### config.mk
export PLATFORM = sky130hd
export DESIGN_NAME = ppf_cfg
export DESIGN_NICKNAME = d
export VERILOG_FILES = /design/src/hdl/ppf_pkg.sv /design/src/hdl/ppf_cfg.sv
export SDC_FILE = /design/constraint.sdc
export NUM_CORES = 1
export LEC_CHECK = 0
export BUFFER_PORTS_ARGS = -buffer_cell sky130_fd_sc_hd__buf_2
export CORE_ASPECT_RATIO = 0.75
export CORE_MARGIN = 2
export CORE_UTILIZATION = 40
export DETAILED_ROUTE_END_ITERATION = 10
export PLACE_DENSITY = 0.84
export SYNTH_ARGS = -nofsm -noshare
export SYNTH_HDL_FRONTEND = slang
export SYNTH_SLANG_ARGS = --single-unit
export TNS_END_PERCENT = 5
### constraint.sdc
create_clock -name clk -period 3.6 [get_ports clk]
set_clock_uncertainty 0.05 [all_clocks]
set_input_delay 0.72 -clock clk [delete_from_list [all_inputs] [get_ports clk]]
set_output_delay 0.72 -clock clk [all_outputs]
set_load 0.005 [all_outputs]
### src/hdl/ppf_pkg.sv
package ppf_pkg;

	// fixed geometry of one pattern word
	localparam int GROUPS_PER_WORD = 8;
	localparam int TABLE_ENTRIES   = 256;
	localparam int BYTE_W          = 8;

	// register and derived count widths
	localparam int SC_W  = 13;
	localparam int GRP_W = 11;
	localparam int WRD_W = 8;

	// register byte addresses (index in paddr[2])
	localparam logic REG_SAMPLE_COUNT = 1'b0;

	// item actions; code 3 is unused and dropped
	typedef enum logic [1:0] {
		ACT_SCAN   = 2'd0,
		ACT_UPDATE = 2'd1,
		ACT_CLEAR  = 2'd2
	} action_t;

	// configuration view handed to the datapath
	typedef struct packed {
		logic [GRP_W-1:0] group_count;
		logic [WRD_W-1:0] word_count;
		logic             restart;
	} cfg_t;

endpackage

### src/hdl/ppf_cfg.sv
module ppf_cfg #(
	parameter int MAX_SAMPLES = 4096
) (
	input  logic          clk,
	input  logic          arst_n,
	input  logic          psel,
	input  logic          penable,
	input  logic          pwrite,
	input  logic [2:0]    paddr,
	input  logic [31:0]   pwdata,
	output logic [31:0]   prdata,
	output ppf_pkg::cfg_t cfg
);
	import ppf_pkg::*;

	localparam int COUNT_RESET = (MAX_SAMPLES < 4096) ? MAX_SAMPLES : 4096;

	logic [SC_W-1:0]  sample_count_q;
	logic [SC_W-1:0]  wr_val;
	logic [SC_W-1:0]  wr_sat;
	logic             wr_en;
	logic [SC_W:0]    grp_sum;
	logic [GRP_W-1:0] groups;
	logic [GRP_W:0]   wrd_sum;

	// write strobe, register 0 only
	assign wr_en  = psel & penable & pwrite & (paddr[2] == REG_SAMPLE_COUNT);
	assign wr_val = pwdata[SC_W-1:0];

	// zero reads as one, large values saturate
	always_comb begin
		wr_sat = wr_val;
		if (wr_val == '0) begin
			wr_sat = SC_W'(1);
		end else if (32'(wr_val) > MAX_SAMPLES) begin
			wr_sat = SC_W'(MAX_SAMPLES);
		end
	end

	always_ff @(posedge clk or negedge arst_n) begin
		if (!arst_n) begin
			sample_count_q <= SC_W'(COUNT_RESET);
		end else if (wr_en) begin
			sample_count_q <= wr_sat;
		end
	end

	// groups and words per pattern
	assign grp_sum = {1'b0, sample_count_q} + (SC_W+1)'(7);
	assign groups  = grp_sum[SC_W:3];
	assign wrd_sum = {1'b0, groups} + (GRP_W+1)'(7);

	assign cfg.group_count  = groups;
	assign cfg.word_count   = WRD_W'(wrd_sum[GRP_W:3]);
	assign cfg.restart      = wr_en;

	assign prdata = (paddr[2] == REG_SAMPLE_COUNT) ? 32'(sample_count_q) : 32'd0;

endmodule

Yosys cells after proc, flatten, opt, wreduce, memory -nomap -nowiden --
Index checks and enable logic that the tools add are counted.
Operators by class: mux-type cells 3, magnitude comparators 1, bitwise logic cells 4, $add $sub $neg 2, reductions and logical operators 1
Operators by type and width (count):
- two-way mux 13 bit | 3
- adder 13 x 3 -> 14 bit (second input constant) | 1
- > comparator 13 bit (second input constant) | 1
- zero test 13 bit | 1
- adder 11 x 3 -> 11 bit (second input constant) | 1
- AND 1 bit | 3
- NOT 1 bit | 1
Storage, ports and cells: logic and storage cells 12, register bits after elaboration 13, output and inout port bits 52

Longest topological paths before layout --
Gate-level depths: netlist of run 1.
depth after elaboration 3, gate-level depth with buffers 6, gate-level depth less buffers 5

Worst setup path before layout of run 1 --
OpenSTA, ideal clock, no wires.
path type flip-flop to output port, from reg sample_count_q[2], to out cfg[2] in the netlist's numbering, data required time 2830 ps, slack 1292 ps, path buffers 1, data arrival time 1538 ps, stages on the path, launching flop included 6, cells stage by stage dfrtp_1 > or3_1 > clkbuf_2 > or4_4 > nand2_1 > xnor2_1
RTL lines:
- start: declaration | line ppf_cfg.sv:18 | logic [SC_W-1:0] sample_count_q;
- start signal: assignment | line ppf_cfg.sv:42 | sample_count_q <= SC_W'(COUNT_RESET);
- start signal: assignment | line ppf_cfg.sv:44 | sample_count_q <= wr_sat;
- end: declaration | line ppf_cfg.sv:12 | output ppf_pkg::cfg_t cfg

==> qor.csv, run 1 <==
stage,metric,value,unit
clock_tree,cts_resized,0,
flow_run,maxCapViolations,0,
layout,antenna_cells,0,
critical_path,ff2ff_path_depth,2,
clock_tree,clockBufferDepth,2,
global_routing,top_usage_layer,met2,
critical_path,slowest_stage,or3_1,
power,powerDensity,389,nW/um^2
synth,yosysTopAreaCellShare,27.1,%
critical_path,startpoint_type,register,
critical_path,reg2reg_to,sample_count_q[6],
route,drt_iter0_drc,40,
timing,setup_violations,0,
synth,synthMuxAreaShare,1.02,%
clock_tree,tritoncts,done,
route,dr.pass1.iters,5,
power,ir_worst_vdd,0.000154,V
synth,synth_top_family_by_area,simple AND/OR/NAND/NOR gates,
synth,synth-edff-count,0,
floorplan,io-pin-count,92,
synth,ys_top_cells_by_area,"dfrtp_1, buf_4, nand2_1",
floorplan,fp-row-count,16,
place,numPortBuffers,51,
synth,synth-xor-area-share,13.5,%
clock_tree,path_clk_slew,0.06,ns
floorplan,coreArea,2620,um^2
layout,nets,230,
layout,finalInstanceArea,1340,um^2
synth,ys.warnings.count,0,
route,routed_wl,2.37,mm
synth,synth.cell_area,1110,um^2
power,p_total,520,uW
synth,synth.distinct_cells,27,
timing,rsz0062_at_grt,false,
layout,synthToLayoutAreaGrowth,20.7,%
synth,synth-compound-area-share,4.98,%
critical_path,slowest_delay,0.50,ns
floorplan,start_util,42.2,%
timing,min_period,2.77,ns
global_routing,grt_util_met1,20.9,%
timing,tns,0,ns
clock_tree,cts_buffers,3,
status,outcome,"complete, no violations",
timing,maxSlewViolCount,0,
timing,slew_headroom,65.4,%
synth,synth_top_area_cell,dfrtp_1,
timing,final.setup.worst_slack,0.833,ns
layout,top_register,sample_count_q,
layout,final_layout_size_suffix_gt1_share,31.7,%
critical_path,worstPathArrival,2.00,ns
global_routing,grt.met2_usage,25.1,%
synth,yosysSeqAreaShare,29.5,%
timing,fmax,0.361,GHz
clock_tree,cts_htree_levels,1,
synth,synthFlopType,dfrtp_1,
floorplan,die_h,49.5,um
route,drt-vias-per-instance,4.40,
critical_path,endpoint_kind,output port,
power,leakagePower,0.000702,uW
place,dpl_cell_area,1290,um^2
timing,fin_crit_sh,76.9,%
synth,ys_ff_latch,13,
route,final_antenna_net_count,0,
floorplan,die_w,64.7,um
clock_tree,cts-root-buf,clkbuf_8,
route,wl_per_cell,10.6,um
floorplan,die_area,3210,um^2
clock_tree,clock_latency,0.24,ns
critical_path,crit_fanout,7,
synth,synthAdderAreaFrac,0.905,%
place,dp_worst_setup_slack,1.10,ns
global_routing,grt_max_degree,21,
route,drc,0,
synth,syn-instance-count,145,
critical_path,r2r-start,sample_count_q[6],
clock_tree,hold_buffers,0,
clock_tree,cts_setup_buffers,0,
global_routing,first_global_vias,879,
global_routing,grt_overflow,0,
synth,ys_async_sr_fraction,100,%
critical_path,criticalPathCategory,register to output port,
timing,hold_ws,0.302,ns
global_routing,met3_usage,3.20,%
place,gp_congestion,0.837,
timing,timing_hold_violations_final,0,
place,dpl.hpwl,1.94,mm
critical_path,crit_chain,or3_1 -> or4_4 -> nand3_2 -> xnor2_1 -> buf_2,
synth,syn-mean-instance-area,7.63,um^2
route,via_count,991,
clock_tree,cts.sinks,13,
global_routing,antenna_found_initial,0,
layout,top_regs,sample_count_q (13),
timing,tightest_slew,0.514,ns
critical_path,required,2.83,ns
global_routing,grt_first_pass_wirelength,3.92,mm
global_routing,grt_usage,15.3,%
critical_path,regToRegSetupSlack,2.71,ns
hold_path,hold_path.class,primary input to async pin,
synth,yosys.area_share.simple,31.8,%
layout,fillCellCount,277,
layout,largest_register_ffs,13,
==> logic make-up (layout without fill, tap and decap cells) <==
group,Yosys count,count (layout)
buffers and inverters,32,58
DFF,13,13
muxes,1,1
xor gates and xnor gates,17,17
AOI/OAI and AO/OA,11,11
other,1,19
adders and majority gates,1,1
and+or+nand+nor,69,69
==> cells in the final DEF, fill, tap and decap left out <==
cell and instances:
a21oi_1 4, and3_1 2, and4_1 2, buf_2 51
buf_4 1, clkbuf_1 1, clkbuf_8 3, clkinv_1 1
conb_1 19, dfrtp_1 12, dfstp_2 1, inv_1 1
maj3_1 1, mux2_2 1, nand2_1 33, nand3_1 4
nand3_2 2, nand4_1 1, nand4b_1 1, nor2_1 5
nor2b_1 13, nor4_1 4, o21ai_0 7, or3_1 1
or4_4 1, xnor2_1 14, xor2_1 3
==> report_power, final <==
part	internal, uW	switching, uW
sequential	171	41.8
combinational	95.4	83.7
clock	78.0	50.0
total	344	176
==> synthesized netlist by cell type (2+ instances only) <==
| master | number |
|---|---|
| clkbuf_1 | 7 |
| buf_2 | 2 |
| nand3_2 | 2 |
| nor4_1 | 4 |
| and4_1 | 2 |
| nand2_1 | 33 |
| nor2b_1 | 13 |
| dfrtp_1 | 12 |
| buf_4 | 20 |
| xnor2_1 | 14 |
| nor2_1 | 5 |
| nand3_1 | 4 |
| a21oi_1 | 4 |
| o21ai_0 | 7 |
| xor2_1 | 3 |
| and3_1 | 2 |
==> worst max-delay path by stage <==
stage                 startpoint      to  slack (ns)  cells after the start
2_1_floorplan  sample_count_q[2]  cfg[2]        1.29                      5
3_3_place_gp            paddr[2]  cfg[0]        1.11                      5
3_5_place_dp   sample_count_q[2]  cfg[7]        1.10                      5
4_1_cts        sample_count_q[2]  cfg[7]        0.83                      5
5_1_grt        sample_count_q[2]  cfg[5]        0.75                      5
6_report       sample_count_q[2]  cfg[5]        0.83                      5
==> layout make-up <==
type                    instances  area (um^2)  area share [%]
repair buffers                 52          263            19.7
inverters                       2         7.51           0.562
clock buffers                   4         45.0            3.37
flip-flops and latches         13          327            24.5
well taps                      36         45.0            3.37
multi-input cells             118          648            48.5
==> metal layers <==
| metal | vias up | share of wire, % |
|---|---|---|
| met1 | 439 | 46 |
| met2 | 39 | 47 |
| met4 | 0 | 0 |
| met3 | 0 | 6.9 |
| met5 | - | 0 |
| li1 | 513 | - |
==> worst max-delay path, delay by kind of cell (launching register included) <==
| kind | cells | cell delay, ns |
|---|---|---|
| buf+inv | 1 | 0.14 |
| xor+xnor | 1 | 0.12 |
| simple gates | 3 | 1.10 |
| flops | 1 | 0.39 |
==> metrics by stage <==
step	util (%)	cells
CTS	50.9	225
global route	50.9	225
floorplan	-	163
finish	50.9	225
detailed placement	49.2	221
global placement	49.2	221
No activity file was read; power rests on OpenSTA's default activity.
==> run 2: changes to the inputs <==
CORE_UTILIZATION = 38   (was 40)
PLACE_DENSITY = 0.8   (was 0.84)
clock period = 2.9 ns   (was 3.6 ns; I/O delays follow)
==> qor.csv, run 2 (synthesis results as in run 1) <==
stage,metric,value,unit,change
clock_tree,cts-root-buf,clkbuf_8,,
floorplan,fp-row-count,16,,unchanged
timing,timing_hold_violations_final,0,,unchanged
timing,tightest_slew,0.532,ns,+0.0184 ns
route,via_count,976,,-1.5%
power,leakagePower,0.000702,uW,unchanged
layout,top_regs,sample_count_q (13),,
layout,fillCellCount,290,,+4.7%
clock_tree,cts_resized,0,,unchanged
floorplan,die_area,3360,um^2,+4.9%
timing,fin_crit_sh,89.9,%,
timing,fmax,0.384,GHz,
global_routing,first_global_vias,811,,-7.7%
layout,top_register,sample_count_q,,
critical_path,ff2ff_path_depth,2,,unchanged
critical_path,worstPathArrival,1.98,ns,-0.02 ns
clock_tree,tritoncts,done,,
global_routing,grt_usage,14.8,%,-0.52 points
layout,final_layout_size_suffix_gt1_share,31.7,%,unchanged
timing,maxSlewViolCount,0,,unchanged
floorplan,start_util,41.2,%,-0.94 points
critical_path,endpoint_kind,output port,,
layout,finalInstanceArea,1340,um^2,unchanged
critical_path,cp-endpoint,cfg[6],,
timing,hold_ws,0.163,ns,-0.139 ns
timing,tns,0,ns,unchanged
floorplan,die_w,66.3,um,+2.4%
route,routed_wl,2.48,mm,+4.4%
clock_tree,cts_setup_buffers,0,,unchanged
timing,setup_violations,0,,unchanged
global_routing,grt_first_pass_wirelength,3.86,mm,-1.6%
timing,rsz0062_at_grt,false,,
layout,nets,230,,unchanged
critical_path,startpoint_type,register,,
layout,seqCellArea,327,um^2,unchanged
route,wl_per_cell,11.0,um,+4.4%
floorplan,die_h,50.7,um,+2.4%
layout,multiInputGateArea,648,um^2,unchanged
critical_path,crit_fanout,7,,unchanged
clock_tree,cts.sinks,13,,unchanged
clock_tree,hold_buffers,0,,unchanged
clock_tree,clock_latency,0.24,ns,about the same
critical_path,reg2reg_to,sample_count_q[6],,
layout,antenna_cells,0,,unchanged
critical_path,required,2.27,ns,-0.56 ns
layout,largest_register_ffs,13,,unchanged
place,numPortBuffers,51,,unchanged
place,gp_congestion,0.791,,-5.4%
layout,final_common_cell,buf_2,,
global_routing,antenna_found_initial,0,,unchanged
clock_tree,cts_buffers,3,,unchanged
floorplan,coreArea,2680,um^2,+2.3%
place,place_inst,221,,unchanged
power,powerDensity,483,nW/um^2,+24%
clock_tree,path_clk_slew,0.06,ns,about the same
timing,min_period,2.61,ns,
place,dpl_cell_area,1290,um^2,unchanged
flow_run,maxCapViolations,0,,unchanged
clock_tree,cts_htree_levels,1,,unchanged
layout,mostFrequentLayoutCells,"buf_2, nand2_1, conb_1",,
route,drc,0,,unchanged
layout,stdcell_count,225,,unchanged
power,ir_worst_vdd,0.000162,V,+5.0%
critical_path,r2r-start,sample_count_q[6],,
floorplan,io-pin-count,92,,unchanged
global_routing,grt_overflow,0,,unchanged
status,outcome,"complete, no violations",,
critical_path,setup.worst_path.start,sample_count_q[2],,
route,dr.pass1.iters,4,,-1
route,drt_iter0_drc,31,,-23%
timing,slew_headroom,64.2,%,-1.2 points
critical_path,criticalPathCategory,register to output port,,
layout,synthToLayoutAreaGrowth,20.7,%,unchanged
global_routing,grt_max_degree,20,,-4.8%
critical_path,regToRegSetupSlack,2.01,ns,-0.70 ns
place,dpl.hpwl,2.05,mm,+5.5%
route,drt-vias-per-instance,4.34,,-1.5%
power,p_total,645,uW,+24%
route,final_antenna_net_count,0,,unchanged
clock_tree,clockBufferDepth,2,,unchanged
hold_path,hold_path.class,primary input to async pin,,
-- run 2: cell counts in the layout (fill, tap and decap cells not counted) --
Identical to the previous run, type by type.
-- run 2: worst max-delay path, stage by stage, from the launching register on --
cell and delay [ns]:
dfrtp_1 0.39, or3_1 0.49, nor4_1 0.45, nor2_1 0.12
xor2_1 0.16, buf_2 0.13
-- run 2: metrics by stage --
stage               setup slack (ns)  utilization [%]
floorplan                      0.732                -
global placement               0.563             48.1
detailed placement             0.548             48.1
CTS                            0.285             49.8
global route                  0.0805             49.8
finish                         0.294             49.8
-- run 2: layout make-up --
cell class | instances | share of cell area (%)
multi-input combinational | 118 | 48.5
inverter | 2 | 0.562
timing repair buffer | 52 | 19.7
sequential | 13 | 24.5
tap | 36 | 3.37
clock buffer | 4 | 3.37
-- run 2: metal layers --
layer | global-route usage [%] | vias up | routed length (um) | share of wire, %
li1 | - | 513 | - | -
met1 | 20.6 | 429 | 1150 | 46
met2 | 24.3 | 34 | 1160 | 47
met3 | 2.24 | 0 | 173 | 7.0
met4 | 3.06 | 0 | 0 | 0
met5 | 0 | - | 0 | 0
-- run 2: power breakdown --
group	total [uW]	internal (uW)	switching, uW
clock	158	96.7	61.0
sequential	265	212	52.8
combinational	223	119	104
total	645	427	218
-- run 2: worst min path at each step --
| stage | from | end | slack [ns] |
|---|---|---|---|
| 6_report | arst_n | sample_count_q[2] | 0.16 |
| 5_1_grt | arst_n | sample_count_q[2] | 0.18 |
| 2_1_floorplan | arst_n | sample_count_q[0] | 0.23 |
| 3_3_place_gp | arst_n | sample_count_q[2] | 0.42 |
| 3_5_place_dp | arst_n | sample_count_q[2] | 0.43 |
| 4_1_cts | arst_n | sample_count_q[2] | 0.17 |
